<file path="config.mk">
export PLATFORM = sky130hd
export DESIGN_NAME = code_syntax_class_lexer_flat
export DESIGN_NICKNAME = d
export VERILOG_FILES = /design/src/rtl/core/csl_pkg.sv /design/src/rtl/core/csl_ifs.sv /design/src/rtl/core/code_syntax_class_lexer.sv /design/src/rtl/core/csl_lex.sv /design/src/rtl/core/csl_col.sv /design/src/flat_wrapper.sv
export SDC_FILE = /design/constraint.sdc
export NUM_CORES = 1
export LEC_CHECK = 0
export BUFFER_PORTS_ARGS = -buffer_cell sky130_fd_sc_hd__buf_2
export CAP_MARGIN = 30
export CORE_MARGIN = 5
export CORE_UTILIZATION = 53
export DETAILED_ROUTE_END_ITERATION = 8
export PLACE_DENSITY = 0.82
export SYNTH_ARGS = -nofsm -noshare
export SYNTH_HDL_FRONTEND = slang
export SYNTH_HIERARCHICAL = 1
export SYNTH_SLANG_ARGS = --single-unit
export TNS_END_PERCENT = 100
</file>
<file path="constraint.sdc">
create_clock -name i_clk -period 4.4 [get_ports i_clk]
set_input_delay 0.22 -clock i_clk [delete_from_list [all_inputs] [get_ports i_clk]]
set_output_delay 0.22 -clock i_clk [all_outputs]
set_load 0.005 [all_outputs]
</file>
<file path="src/rtl/core/csl_pkg.sv">
// ----------------------------------------------------------------------------
// csl_pkg: shared types and constants for the syntax-class lexer
// Class codes, column defaults and character helpers.
// ----------------------------------------------------------------------------
`default_nettype none

package csl_pkg;

    localparam int unsigned COLUMN_BITS_DEF = 16;
    localparam int unsigned TAB_BITS        = 5;
    localparam int unsigned PHASE_BITS      = 4;
    localparam int unsigned COL_OUT_BITS    = 16;

    localparam logic [TAB_BITS-1:0] TAB_SIZE_RST = 5'd4;
    localparam logic [TAB_BITS-1:0] TAB_SIZE_MIN = 5'd1;
    localparam logic [TAB_BITS-1:0] TAB_SIZE_MAX = 5'd16;

    localparam logic [7:0] CH_TAB    = 8'h09;
    localparam logic [7:0] CH_HASH   = 8'h23;
    localparam logic [7:0] CH_DQUOTE = 8'h22;
    localparam logic [7:0] CH_SQUOTE = 8'h27;
    localparam logic [7:0] CH_STAR   = 8'h2A;
    localparam logic [7:0] CH_SLASH  = 8'h2F;
    localparam logic [7:0] CH_BSLASH = 8'h5C;

    typedef enum logic [2:0] {
        LEX_DEFAULT  = 3'd0,
        LEX_COMMENT  = 3'd1,
        LEX_STRING   = 3'd2,
        LEX_NUMBER   = 3'd3,
        LEX_OPERATOR = 3'd4,
        LEX_PREPROC  = 3'd5
    } t_lex_state;

    // one beat handed from the input stage to the step logic
    typedef struct packed {
        logic       step;
        logic       line_start;
        logic [7:0] text_byte;
        logic [7:0] next_byte;
    } t_step;

    function automatic logic is_letter(input logic [7:0] c);
        return (c >= 8'h41 && c <= 8'h5A) || (c >= 8'h61 && c <= 8'h7A) || c == 8'h5F;
    endfunction

    function automatic logic is_digit(input logic [7:0] c);
        return c >= 8'h30 && c <= 8'h39;
    endfunction

endpackage

`default_nettype wire

</file>
<file path="src/rtl/core/csl_ifs.sv">
// ----------------------------------------------------------------------------
// csl_ifs: stream interfaces of the syntax-class lexer
// Input byte channel and result channel, valid/ready handshake.
// ----------------------------------------------------------------------------
`default_nettype none

interface csl_in_if;
    logic       valid;
    logic       ready;
    logic       line_start;
    logic [7:0] text_byte;
    logic [7:0] next_byte;

    modport source (output valid, line_start, text_byte, next_byte, input ready);
    modport sink   (input valid, line_start, text_byte, next_byte, output ready);
endinterface

interface csl_out_if;
    logic        valid;
    logic        ready;
    logic [2:0]  color_class;
    logic        draw_glyph;
    logic [15:0] start_column;
    logic [4:0]  advance;

    modport source (output valid, color_class, draw_glyph, start_column, advance,
                    input ready);
    modport sink   (input valid, color_class, draw_glyph, start_column, advance,
                    output ready);
endinterface

`default_nettype wire

</file>
<file path="src/rtl/core/code_syntax_class_lexer.sv">
// ----------------------------------------------------------------------------
// code_syntax_class_lexer: per-byte syntax class and column of source text
// Usage:
//   i_in carries one text byte per beat with its lookahead byte and a
//   line-start mark that clears lexer state, column and tab phase.
//   o_out returns one beat per input beat: class, glyph flag, start column
//   and advance in columns. Order is kept, one result per byte.
//   i_cfg_we/i_cfg_wdata write the tab size; write only while idle.
// Timing:
//   Input register then result register: an accepted beat moves on when
//   the result register is empty or taken. Throughput is one byte per
//   cycle while o_out is not stalled; the lexer state and column update in
//   the same cycle the byte moves to the result register.
// Stall:
//   While o_out is stalled the result holds; the input register takes one
//   more beat, then i_in.ready drops until the result is taken.
// Reset:
//   Synchronous, active low: lexer state and column cleared, tab size 4,
//   both stages empty.
// ----------------------------------------------------------------------------
`default_nettype none

module code_syntax_class_lexer #(
    parameter int unsigned COLUMN_BITS = csl_pkg::COLUMN_BITS_DEF
) (
    input  wire logic                          i_clk,
    input  wire logic                          i_rst_n,
    csl_in_if.sink                             i_in,
    csl_out_if.source                          o_out,
    input  wire logic                          i_cfg_we,
    input  wire logic [csl_pkg::TAB_BITS-1:0]  i_cfg_wdata
);

    logic                          r_in_valid;
    logic                          r_in_ls;
    logic [7:0]                    r_in_c;
    logic [7:0]                    r_in_nx;
    logic                          r_out_valid;
    logic [csl_pkg::TAB_BITS-1:0]  r_tab_size;

    logic                          fwd;
    csl_pkg::t_step                step;
    logic [2:0]                    cls;
    logic                          glyph;
    logic [15:0]                   scol;
    logic [csl_pkg::TAB_BITS-1:0]  adv;

    assign fwd        = r_in_valid && (!r_out_valid || o_out.ready);
    assign i_in.ready = !r_in_valid || fwd;

    always_comb begin
        step.step       = fwd;
        step.line_start = r_in_ls;
        step.text_byte  = r_in_c;
        step.next_byte  = r_in_nx;
    end

    csl_lex u_lex (
        .i_clk         (i_clk),
        .i_rst_n       (i_rst_n),
        .i_step        (step),
        .o_color_class (cls)
    );

    csl_col #(
        .COLUMN_BITS (COLUMN_BITS)
    ) u_col (
        .i_clk          (i_clk),
        .i_rst_n        (i_rst_n),
        .i_step         (step),
        .i_tab_size     (r_tab_size),
        .o_draw_glyph   (glyph),
        .o_start_column (scol),
        .o_advance      (adv)
    );

    always_ff @(posedge i_clk) begin
        if (!i_rst_n) begin
            r_in_valid  <= 1'b0;
            r_out_valid <= 1'b0;
            r_tab_size  <= csl_pkg::TAB_SIZE_RST;
        end else begin
            if (i_cfg_we) r_tab_size <= i_cfg_wdata;
            if (i_in.ready) r_in_valid <= i_in.valid;
            if (fwd) r_out_valid <= 1'b1;
            else if (o_out.ready) r_out_valid <= 1'b0;
        end
    end

    always_ff @(posedge i_clk) begin
        if (i_in.ready && i_in.valid) begin
            r_in_ls <= i_in.line_start;
            r_in_c  <= i_in.text_byte;
            r_in_nx <= i_in.next_byte;
        end
        if (fwd) begin
            o_out.color_class  <= cls;
            o_out.draw_glyph   <= glyph;
            o_out.start_column <= scol;
            o_out.advance      <= adv;
        end
    end

    assign o_out.valid = r_out_valid;

endmodule

`default_nettype wire

</file>
<file path="src/rtl/core/csl_lex.sv">
// ----------------------------------------------------------------------------
// csl_lex: lexer state and class decision
// Holds the lexer state and flags, gives the class of the current byte.
// ----------------------------------------------------------------------------
`default_nettype none

module csl_lex (
    input  wire logic               i_clk,
    input  wire logic               i_rst_n,
    input  wire csl_pkg::t_step     i_step,
    output logic [2:0]              o_color_class
);

    csl_pkg::t_lex_state r_state, n_state;
    logic                r_bc, n_bc;
    logic                r_idf, n_idf;
    logic                r_chr, n_chr;
    logic                r_so, n_so;
    logic [15:0]         r_prev, n_prev;

    csl_pkg::t_lex_state st;
    logic                bc, idf, chr, so;
    logic [7:0]          p1, p2, c, nx;
    logic                alnum;

    always_comb begin
        c     = i_step.text_byte;
        nx    = i_step.next_byte;
        st    = i_step.line_start ? csl_pkg::LEX_DEFAULT : r_state;
        bc    = i_step.line_start ? 1'b0 : r_bc;
        idf   = i_step.line_start ? 1'b0 : r_idf;
        chr   = i_step.line_start ? 1'b0 : r_chr;
        so    = i_step.line_start ? 1'b0 : r_so;
        p1    = i_step.line_start ? 8'h00 : r_prev[7:0];
        p2    = i_step.line_start ? 8'h00 : r_prev[15:8];
        alnum = csl_pkg::is_letter(c) || csl_pkg::is_digit(c);

        // close the running token
        case (st)
            csl_pkg::LEX_OPERATOR: begin
                st = csl_pkg::LEX_DEFAULT;
            end
            csl_pkg::LEX_COMMENT: begin
                if (p2 == csl_pkg::CH_STAR && p1 == csl_pkg::CH_SLASH && bc) begin
                    st = csl_pkg::LEX_DEFAULT;
                    bc = 1'b0;
                end
            end
            csl_pkg::LEX_NUMBER: begin
                if (!alnum) st = csl_pkg::LEX_DEFAULT;
            end
            csl_pkg::LEX_STRING: begin
                if (!so && p2 != csl_pkg::CH_BSLASH) begin
                    if (!chr && p1 == csl_pkg::CH_DQUOTE) st = csl_pkg::LEX_DEFAULT;
                    else if (chr && p1 == csl_pkg::CH_SQUOTE) st = csl_pkg::LEX_DEFAULT;
                end
                so = 1'b0;
            end
            default: ;
        endcase

        // open a new token
        if (st == csl_pkg::LEX_DEFAULT) begin
            if (c == csl_pkg::CH_HASH) begin
                st = csl_pkg::LEX_PREPROC;
            end else if (c == csl_pkg::CH_SLASH && nx == csl_pkg::CH_SLASH) begin
                st = csl_pkg::LEX_COMMENT;
            end else if (c == csl_pkg::CH_SLASH && nx == csl_pkg::CH_STAR) begin
                st = csl_pkg::LEX_COMMENT;
                bc = 1'b1;
            end else if (c == csl_pkg::CH_DQUOTE) begin
                st  = csl_pkg::LEX_STRING;
                chr = 1'b0;
                so  = 1'b1;
            end else if (c == csl_pkg::CH_SQUOTE) begin
                st  = csl_pkg::LEX_STRING;
                chr = 1'b1;
                so  = 1'b1;
            end else if (csl_pkg::is_digit(c) && !idf) begin
                st = csl_pkg::LEX_NUMBER;
            end else if (!alnum) begin
                st  = csl_pkg::LEX_OPERATOR;
                idf = 1'b0;
            end else begin
                idf = 1'b1;
            end
        end

        n_state = st;
        n_bc    = bc;
        n_idf   = idf;
        n_chr   = chr;
        n_so    = so;
        n_prev  = {p1, c};
        o_color_class = st;
    end

    always_ff @(posedge i_clk) begin
        if (!i_rst_n) begin
            r_state <= csl_pkg::LEX_DEFAULT;
            r_bc    <= 1'b0;
            r_idf   <= 1'b0;
            r_chr   <= 1'b0;
            r_so    <= 1'b0;
            r_prev  <= 16'h0000;
        end else if (i_step.step) begin
            r_state <= n_state;
            r_bc    <= n_bc;
            r_idf   <= n_idf;
            r_chr   <= n_chr;
            r_so    <= n_so;
            r_prev  <= n_prev;
        end
    end

endmodule

`default_nettype wire

</file>
<file path="src/rtl/core/csl_col.sv">
// ----------------------------------------------------------------------------
// csl_col: column tracker with tab expansion
// Tab phase counter and saturating column counter.
// ----------------------------------------------------------------------------
`default_nettype none

module csl_col #(
    parameter int unsigned COLUMN_BITS = csl_pkg::COLUMN_BITS_DEF
) (
    input  wire logic                              i_clk,
    input  wire logic                              i_rst_n,
    input  wire csl_pkg::t_step                    i_step,
    input  wire logic [csl_pkg::TAB_BITS-1:0]      i_tab_size,
    output logic                                   o_draw_glyph,
    output logic [csl_pkg::COL_OUT_BITS-1:0]       o_start_column,
    output logic [csl_pkg::TAB_BITS-1:0]           o_advance
);

    logic [COLUMN_BITS-1:0]          r_col, n_col;
    logic [csl_pkg::PHASE_BITS-1:0]  r_phase, n_phase;

    logic [COLUMN_BITS-1:0]          col;
    logic [COLUMN_BITS:0]            sum;
    logic [csl_pkg::TAB_BITS-1:0]    ts, ph, ph_inc;
    logic                            tab;

    always_comb begin
        tab = (i_step.text_byte == csl_pkg::CH_TAB);
        col = i_step.line_start ? '0 : r_col;

        if (i_tab_size < csl_pkg::TAB_SIZE_MIN)      ts = csl_pkg::TAB_SIZE_MIN;
        else if (i_tab_size > csl_pkg::TAB_SIZE_MAX) ts = csl_pkg::TAB_SIZE_MAX;
        else                                         ts = i_tab_size;

        ph = i_step.line_start ? '0 : {1'b0, r_phase};
        if (ph >= ts) ph = '0;

        ph_inc = ph + 5'd1;
        if (tab) begin
            o_advance = ts - ph;
            n_phase   = '0;
        end else begin
            o_advance = 5'd1;
            n_phase   = (ph_inc >= ts) ? '0 : ph_inc[csl_pkg::PHASE_BITS-1:0];
        end

        sum   = {1'b0, col} + (COLUMN_BITS+1)'(o_advance);
        n_col = sum[COLUMN_BITS] ? '1 : sum[COLUMN_BITS-1:0];

        o_draw_glyph   = !tab;
        o_start_column = csl_pkg::COL_OUT_BITS'(col);
    end

    always_ff @(posedge i_clk) begin
        if (!i_rst_n) begin
            r_col   <= '0;
            r_phase <= '0;
        end else if (i_step.step) begin
            r_col   <= n_col;
            r_phase <= n_phase;
        end
    end

endmodule

`default_nettype wire

</file>
<file path="src/flat_wrapper.sv">
// flat-port wrapper written by rule: the top's interface ports become plain ports
module code_syntax_class_lexer_flat 
#(
    parameter int unsigned COLUMN_BITS = csl_pkg::COLUMN_BITS_DEF
)
  (i_clk, i_rst_n, i_cfg_we, i_cfg_wdata, i_in_valid, i_in_line_start, i_in_text_byte, i_in_next_byte, i_in_ready, o_out_valid, o_out_color_class, o_out_draw_glyph, o_out_start_column, o_out_advance, o_out_ready);
  csl_in_if i_in_i ();
  csl_out_if o_out_i ();
  input  wire logic i_clk;
  input  wire logic i_rst_n;
  input  wire logic i_cfg_we;
  input  wire logic [csl_pkg::TAB_BITS-1:0] i_cfg_wdata;
  input wire logic [$bits(i_in_i.valid)-1:0] i_in_valid;
  input wire logic [$bits(i_in_i.line_start)-1:0] i_in_line_start;
  input wire logic [$bits(i_in_i.text_byte)-1:0] i_in_text_byte;
  input wire logic [$bits(i_in_i.next_byte)-1:0] i_in_next_byte;
  output wire logic [$bits(i_in_i.ready)-1:0] i_in_ready;
  output wire logic [$bits(o_out_i.valid)-1:0] o_out_valid;
  output wire logic [$bits(o_out_i.color_class)-1:0] o_out_color_class;
  output wire logic [$bits(o_out_i.draw_glyph)-1:0] o_out_draw_glyph;
  output wire logic [$bits(o_out_i.start_column)-1:0] o_out_start_column;
  output wire logic [$bits(o_out_i.advance)-1:0] o_out_advance;
  input wire logic [$bits(o_out_i.ready)-1:0] o_out_ready;
  assign i_in_i.valid = i_in_valid;
  assign i_in_i.line_start = i_in_line_start;
  assign i_in_i.text_byte = i_in_text_byte;
  assign i_in_i.next_byte = i_in_next_byte;
  assign i_in_ready = i_in_i.ready;
  assign o_out_valid = o_out_i.valid;
  assign o_out_color_class = o_out_i.color_class;
  assign o_out_draw_glyph = o_out_i.draw_glyph;
  assign o_out_start_column = o_out_i.start_column;
  assign o_out_advance = o_out_i.advance;
  assign o_out_i.ready = o_out_ready;
  code_syntax_class_lexer #(.COLUMN_BITS(COLUMN_BITS)) u_core (.i_clk(i_clk), .i_rst_n(i_rst_n), .i_in(i_in_i), .o_out(o_out_i), .i_cfg_we(i_cfg_we), .i_cfg_wdata(i_cfg_wdata));
endmodule
</file>
==> results of run 1 <==
placed cells by master (no fill, tap or decap), types with 16 or more instances in the layout:
| cell | Yosys | layout |
|---|---|---|
| buf_2 | 3 | 53 |
| dfxtp_1 | 50 | 47 |
| edfxtp_1 | 42 | 42 |
| nand2_1 | 44 | 41 |
| buf_4 | 0 | 39 |
| inv_1 | 32 | 30 |
| nor2b_1 | 33 | 30 |
| o21ai_0 | 29 | 28 |
| nor2_1 | 24 | 23 |
| a21oi_1 | 20 | 18 |
| mux2i_1 | 17 | 17 |
| ha_1 | 19 | 16 |
power by group:
part           total (mW)  switching (mW)  internal (mW)
logic               0.220           0.120          0.100
clock network       0.570           0.292          0.277
registers           0.957          0.0271          0.930
total                1.75           0.439           1.31
through the flow:
step / util / power (mW) / instance area [um^2]
finish: 0.652 / 1.75 / 6020
global route: 0.652 / 1.82 / 6020
CTS: 0.635 / 1.75 / 5870
detailed placement: 0.609 / 1.18 / 5630
global placement: 0.609 / 1.17 / 5630
floorplan: - / 1.11 / 5120
flip-flops by register name, indices dropped and copies added (netlist names):
register,count
u_core/o_out.start_column,16
u_core/u_col/r_col,16
u_core/u_lex/r_prev,16
u_core/r_in_c,8
u_core/r_in_nx,8
u_core/o_out.advance,5
u_core/r_tab_size,5
u_core/u_col/r_phase,4
u_core/o_out.color_class,3
u_core/u_lex/r_state,3
u_core/o_out.draw_glyph,1
u_core/o_out.valid,1
u_core/r_in_ls,1
u_core/r_in_valid,1
u_core/u_lex/r_bc,1
u_core/u_lex/r_chr,1
u_core/u_lex/r_idf,1
u_core/u_lex/r_so,1
worst paths after layout:
path                             start                     to  slack, ps
setup / recovery  u_core/r_tab_size[1]  u_core/u_col/r_col[9]       -200
hold reg to reg     u_core/u_lex/r_idf     u_core/u_lex/r_idf        500
setup reg to reg  u_core/r_tab_size[1]  u_core/u_col/r_col[9]       -200
hold / removal       i_in_next_byte[7]      u_core/r_in_nx[7]         30
timing repair:
item | CTS | global route
gates resized for setup | 2 | 19
endpoints found under the setup margin | 14 | 16
pin swaps | 1 | 25
buffers inserted | 4 | 10
worst register-to-register path, stage by stage (launching register included):
cell	delay [ps]
dfxtp_4	360
nor3_4	170
o21ai_2	90
inv_1	80
ha_1	220
nand2b_4	150
a2111oi_4	360
or2_1	170
o21a_1	150
and2_4	170
ha_4	140
inv_2	30
fa_2	360
buf_6	140
xnor2_2	120
nor2_2	190
ha_4	240
nor2b_4	130
o31a_1	400
buf_6	170
o211ai_4	270
nand2_2	110
o221a_1	290
per-layer routing:
layer | global-route usage | routed length (um) | vias up | part of all wire
met1 | 0.250 | 4760 | 1979 | 0.42
met4 | 0.0804 | 245 | 0 | 0.021
li1 | - | - | 2003 | -
met2 | 0.342 | 5730 | 172 | 0.50
met5 | 0 | 0 | - | 0
met3 | 0.0348 | 710 | 27 | 0.062
layout make-up:
class                      instances  area, um^2  share of cell area
sequential                        92        2270               0.377
timing repair buffer              96         603               0.100
clock inverter                     6        62.6              0.0104
multi-input combinational        355        2670               0.443
clock buffer                      10         138              0.0229
tap                              129         161              0.0268
inverter                          33         124              0.0206
cells by family after synthesis:
| group | share of synthesized area |
|---|---|
| and+or+nand+nor | 0.211 |
| AOI/OAI and AO/OA | 0.188 |
| DFF | 0.451 |
| buffers and inverters | 0.0467 |
| adders and majority gates | 0.0554 |
| muxes | 0.0339 |
| xor gates and xnor gates | 0.0140 |
==> impl_results.md, run 1 <==
- CTS max path bufs: 2
- Final setup margin: -199 ps
- First-pass GRT wire length: 18800 um
- Core Area: 9240 um^2
- Max-cap viol count: 0
- Hold buffer count at CTS: 0
- Synthesized cell area: 5010 um^2
- Number of global-route vias before repair: 4142
- DP Cell Count: 691
- Most instantiated cells after synthesis: 50 x dfxtp_1, 44 x nand2_1, 42 x edfxtp_1, 33 x nor2b_1, 32 x inv_1
- Setup CP Type: register to register
- Dominant cells by area after synthesis: edfxtp_1 25%, dfxtp_1 20%, ha_1 4.7%
- Least-Margin Pin Slew: 907 ps
- Routed via count: 4181
- Initial Util: 0.542
- Filler cells: 713
- Gate Count Post-Synth: 502
- Routed Antenna Nets: 0
- Pwr dens: 290 nW/um^2
- Clock-pin slew on the worst setup and hold paths: 90 ps
- CP max-delay cell: o31a_1
- CP max stage delay: 400 ps
- Number of synthesized register bits: 92
- Setup Skew: 8.89 ps
- Asr flop ratio synth: 0
- Violated checks: negative setup slack
- Clk Latency, worst-skew pair: 360 ps
- Hpwl dp: 7860 um
- Seq/Total Area, Yosys: 0.451
- Final cycle utilization of the critical path: 1.05
- Final hold violation count: 0
- Crit end category: register
- Required time worst endpoint: 4660 ps
- Router iterations before antenna repair: 5
- Synth top area share: 0.252
- Buf/Inv on CP: 4
- GRT Residual Overflow: 0
- Drc violations: 0
- Iteration-0 DRC Markers: 286
- Fmax: 217 MHz
- Library cells used by synthesis: 76
- Routability congestion estimate: 0.875
- Hold Crit Depth: 1
- Max-slew violation count: 0
- Pleak: 2.36 nW
- Die span in x: 107 um
- Fin cells: 721
- Final WL: 11400 um
- Avg Cell Area, Syn: 9.98 um^2
- Clock root cell: clkbuf_8
- CTS HTree Levels: 3
- Via/cell ratio: 5.80
- CTS tree: done
- Total track usage: 0.200
- Setup crit start kind: register
- Worst R2R Path Depth: 22
- IO Pins: 54
- Worst path depth: 22
- Die height: 107 um
- Most used DFF post-synth: dfxtp_1
- CP top delay family: compound AO/OA/AOI/OAI gates
- CP cell instances: nor3_4 > o21ai_2 > inv_1 > ha_1 > nand2b_4 > a2111oi_4 > or2_1 > o21a_1 > and2_4 > ha_4 > inv_2 > fa_2 > buf_6 > xnor2_2 > nor2_2 > ha_4 > nor2b_4 > o31a_1 > buf_6 > o211ai_4 > nand2_2 > o221a_1
- Initial antenna violation count: 0
- # nets final: 635
- Worst-path fanout max: 7
- Largest net degree at the start of global routing: 85
- Post-synth top area cell: edfxtp_1
- CTS Buf Count: 9
- IO buf count: 53
- Area grow syn2layout: 20.1%
- Hold Slack: 30.0 ps
- Syn Nets: 550
- Yosys warning count: 6
- Number of flops mapped to enable cells by yosys: 42
- Slew HR: 0.395
- DR WL/cell: 15.9 um
- Die footprint: 11500 um^2
- Max rail drop VDD: 0.238 mV
- Ant diodes: 0
- Place WS: -60.6 ps
- Post-layout min period: 4600 ps
- WP data arrival: 4860 ps
- HP Class: input port to register
- Unrepaired setup endpoints after global routing: yes
- Row count: 35
- Result of the run: complete, but fails checks
- Setup Viol. Count Final: 13
- Layout cells sized above 1: 0.272
- CTS sink cnt: 92
- Setup_tns: -1810 ps
- Most frequent cell after synthesis: dfxtp_1
No activity file was read; power rests on OpenSTA's default activity.
==> run 2, diff against run 1 <==
--- a/config.mk
+++ b/config.mk
@@ -5,12 +5,12 @@
 export SDC_FILE = /design/constraint.sdc
 export NUM_CORES = 1
 export LEC_CHECK = 0
-export BUFFER_PORTS_ARGS = -buffer_cell sky130_fd_sc_hd__buf_2
 export CAP_MARGIN = 30
 export CORE_MARGIN = 5
-export CORE_UTILIZATION = 53
+export CORE_UTILIZATION = 55
 export DETAILED_ROUTE_END_ITERATION = 8
-export PLACE_DENSITY = 0.82
+export DONT_BUFFER_PORTS = 1
+export PLACE_DENSITY = 0.79
 export SYNTH_ARGS = -nofsm -noshare
 export SYNTH_HDL_FRONTEND = slang
 export SYNTH_HIERARCHICAL = 1
==> impl_results.md, run 2 (synthesized netlist as in run 1, its figures left out) <==
- Result of the run: complete, but fails checks (unchanged)
- Violated checks: negative setup slack (unchanged)
- Clock-pin slew on the worst setup and hold paths: 100 ps (was 90 ps)
- Via/cell ratio: 6.05 (was 5.80)
- Area grow syn2layout: 19.8% (was 20.1%)
- FF-to-FF End: u_core/u_col/r_col[14] (was u_core/u_col/r_col[9])
- Layout cells sized above 1: 0.202 (was 0.272)
- IO buf count: 0 (was 53)
- Die span in x: 105 um (was 107 um)
- Drc violations: 0 (unchanged)
- Routed Antenna Nets: 0 (unchanged)
- Row count: 34 (was 35)
- Ant diodes: 0 (unchanged)
- GRT Residual Overflow: 0 (unchanged)
- Router iterations before antenna repair: 5 (unchanged)
- Max rail drop VDD: 0.209 mV (was 0.238 mV)
- Highest-count cells in the layout ignoring fill and taps: 49 x dfxtp_1, 42 x nand2_1, 42 x edfxtp_1, 37 x buf_4, 29 x nor2b_1 (was 53 x buf_2, 47 x dfxtp_1, 42 x edfxtp_1, 41 x nand2_1, 39 x buf_4)
- Sw Share: 0.271 (was 0.251)
- M2 GR Usage: 0.319 (was 0.342)
- Final setup margin: -91.8 ps (was -199 ps)
- Hold EP: u_core/u_lex/r_so (was u_core/r_in_nx[7])
- Routability congestion estimate: 0.874 (was 0.875)
- Gr busiest metal: met2 (unchanged)
- Largest net degree at the start of global routing: 85 (unchanged)
- Setup Viol. Count Final: 6 (was 13)
- Number of global-route vias before repair: 3871 (was 4142)
- Die height: 105 um (was 107 um)
- Required time worst endpoint: 4670 ps (was 4660 ps)
- IO Pins: 54 (unchanged)
- Routed via count: 4039 (was 4181)
- Dpl cell area: 5350 um^2 (was 5630 um^2)
- Crit end category: register (unchanged)
- Setup crit start kind: register (unchanged)
- Worst r2r src: u_core/r_tab_size[2] (was u_core/r_tab_size[1])
- Clk Latency, worst-skew pair: 360 ps (about the same)
- Hold Crit Depth: 1 (unchanged)
- Final WL: 11600 um (was 11400 um)
- Int Power: 1.25 mW (was 1.31 mW)
- Worst R2R Path Depth: 22 (unchanged)
- Least-Margin Pin Slew: 911 ps (was 907 ps)
- WP data arrival: 4760 ps (was 4860 ps)
- CTS sink cnt: 92 (unchanged)
- Hpwl dp: 7530 um (was 7860 um)
- Max-slew violation count: 0 (unchanged)
- Final hold violation count: 0 (unchanged)
- Hold Startpoint: i_rst_n (was i_in_next_byte[7])
- Seq pwr share: 0.560 (was 0.548)
- Top Registers: u_core/o_out.start_column (16), u_core/u_col/r_col (16), u_core/u_lex/r_prev (16) (unchanged)
- Worst-path fanout max: 7 (unchanged)
- Sw Pwr: 0.465 mW (was 0.439 mW)
- Initial antenna violation count: 0 (unchanged)
- Combinational power share: 0.132 (was 0.126)
- Slew HR: 0.393 (was 0.395)
- Post-layout min period: 4490 ps (was 4600 ps)
- CTS Buf Count: 9 (unchanged)
- DR WL/cell: 17.4 um (was 15.9 um)
- Die footprint: 11100 um^2 (was 11500 um^2)
- Total track usage: 0.204 (was 0.200)
- Global routing met3 resource utilization: 0.0458 (was 0.0348)
- Pleak: 2.21 nW (was 2.36 nW)
- # nets final: 603 (was 635)
- Post-route cell area: 6010 um^2 (was 6020 um^2)
- Core Area: 8810 um^2 (was 9240 um^2)
- HP Class: input port to register (unchanged)
- Setup CP Type: register to register (unchanged)
- Clock root cell: clkbuf_8 (unchanged)
- Setup_tns: -257 ps (was -1810 ps)
- Fmax: 223 MHz (was 217 MHz)
- Final cycle utilization of the critical path: 1.02 (was 1.05)
- Initial Util: 0.569 (was 0.542)
- CTS HTree Levels: 3 (unchanged)
- Unrepaired setup endpoints after global routing: yes (unchanged)
- Commonest non-fill, non-tap cell in the layout: dfxtp_1 (was buf_2)
- CTS tree: done (unchanged)
- Setup Skew: 10.4 ps (was 8.89 ps)
- GR Util met1: 0.269 (was 0.250)
- First-pass GRT wire length: 18500 um (was 18800 um)
- Max-cap viol count: 0 (unchanged)
- Worst reg2reg setup slack: -90 ps (was -200 ps)
- Total power: 1.71 mW (was 1.75 mW)
- CTS max path bufs: 2 (unchanged)
- Iteration-0 DRC Markers: 238 (was 286)
- Clock network power share: 0.307 (was 0.326)
- Pwr dens: 285 nW/um^2 (was 290 nW/um^2)
## run 2: worst max path at each step
stage                               from                endpoint  slack, ps
floorplan                 u_core/r_in_ls   u_core/u_col/r_col[9]        -80
global placement          u_core/r_in_ls  u_core/u_col/r_col[14]         -2
detailed placement  u_core/r_tab_size[3]  u_core/u_col/r_col[14]       -180
CTS                 u_core/r_tab_size[2]  u_core/u_col/r_col[14]        0.7
global route        u_core/r_tab_size[2]  u_core/u_col/r_col[14]       -310
finish              u_core/r_tab_size[2]  u_core/u_col/r_col[14]        -90
## run 2: critical path, stage by stage (launching register included)
cell and delay, ps:
dfxtp_2 330, nor3_2 200, o21ai_2 80, inv_2 80, ha_4 200, nand2b_4 140
a2111oi_4 290, or2_1 180, o21a_1 200, and2_4 180, ha_4 140, inv_2 40
fa_2 350, a21o_1 200, a41oi_2 130, o31ai_1 90, buf_4 160, ha_4 260
o21a_1 110, o31a_1 350, o21a_1 220, nand2_1 120, a2111oi_4 330
## run 2: layer usage
| layer | share of wire | routed length [um] |
|---|---|---|
| met1 | 0.45 | 5270 |
| met2 | 0.46 | 5330 |
| met3 | 0.061 | 714 |
| met4 | 0.026 | 297 |
| met5 | 0 | 0 |
## run 2: power groups by stage
stage | logic [mW] | registers, mW | clock network, mW
final | 0.227 | 0.960 | 0.527
after global routing | 0.246 | 0.965 | 0.579
after CTS | 0.207 | 0.959 | 0.538
after detailed placement | 0.178 | 0.979 | 0
after global placement | 0.172 | 0.977 | 0
after floorplan | 0.143 | 0.969 | 0
## run 2: area by class of cell
class / instances / area, um^2
tap: 108 / 135
clock buffer: 10 / 128
clock inverter: 6 / 48.8
inverter: 33 / 124
timing repair buffer: 64 / 563
fill: 611 / 2800
sequential: 92 / 2260
multi-input combinational: 355 / 2740
## run 2: repair_timing
action / 4_1_cts / 5_1_grt
gates resized for setup: 10 / 23
endpoints found under the setup margin: 16 / 16
endpoints found under the hold margin: 53 / 1
pin swaps: 13 / 15
buffers inserted: 3 / 7
hold buffers: 22 / 1
## run 2: through the flow
stage	setup slack, ps	utilization	hold slack [ps]	instances
3_3_place_gp	-1.72	0.608	288	619
4_1_cts	0.728	0.662	2.76	660
2_1_floorplan	-77.3	-	282	502
3_5_place_dp	-182	0.608	291	619
6_report	-91.8	0.682	24.3	668
5_1_grt	-312	0.682	18.4	668
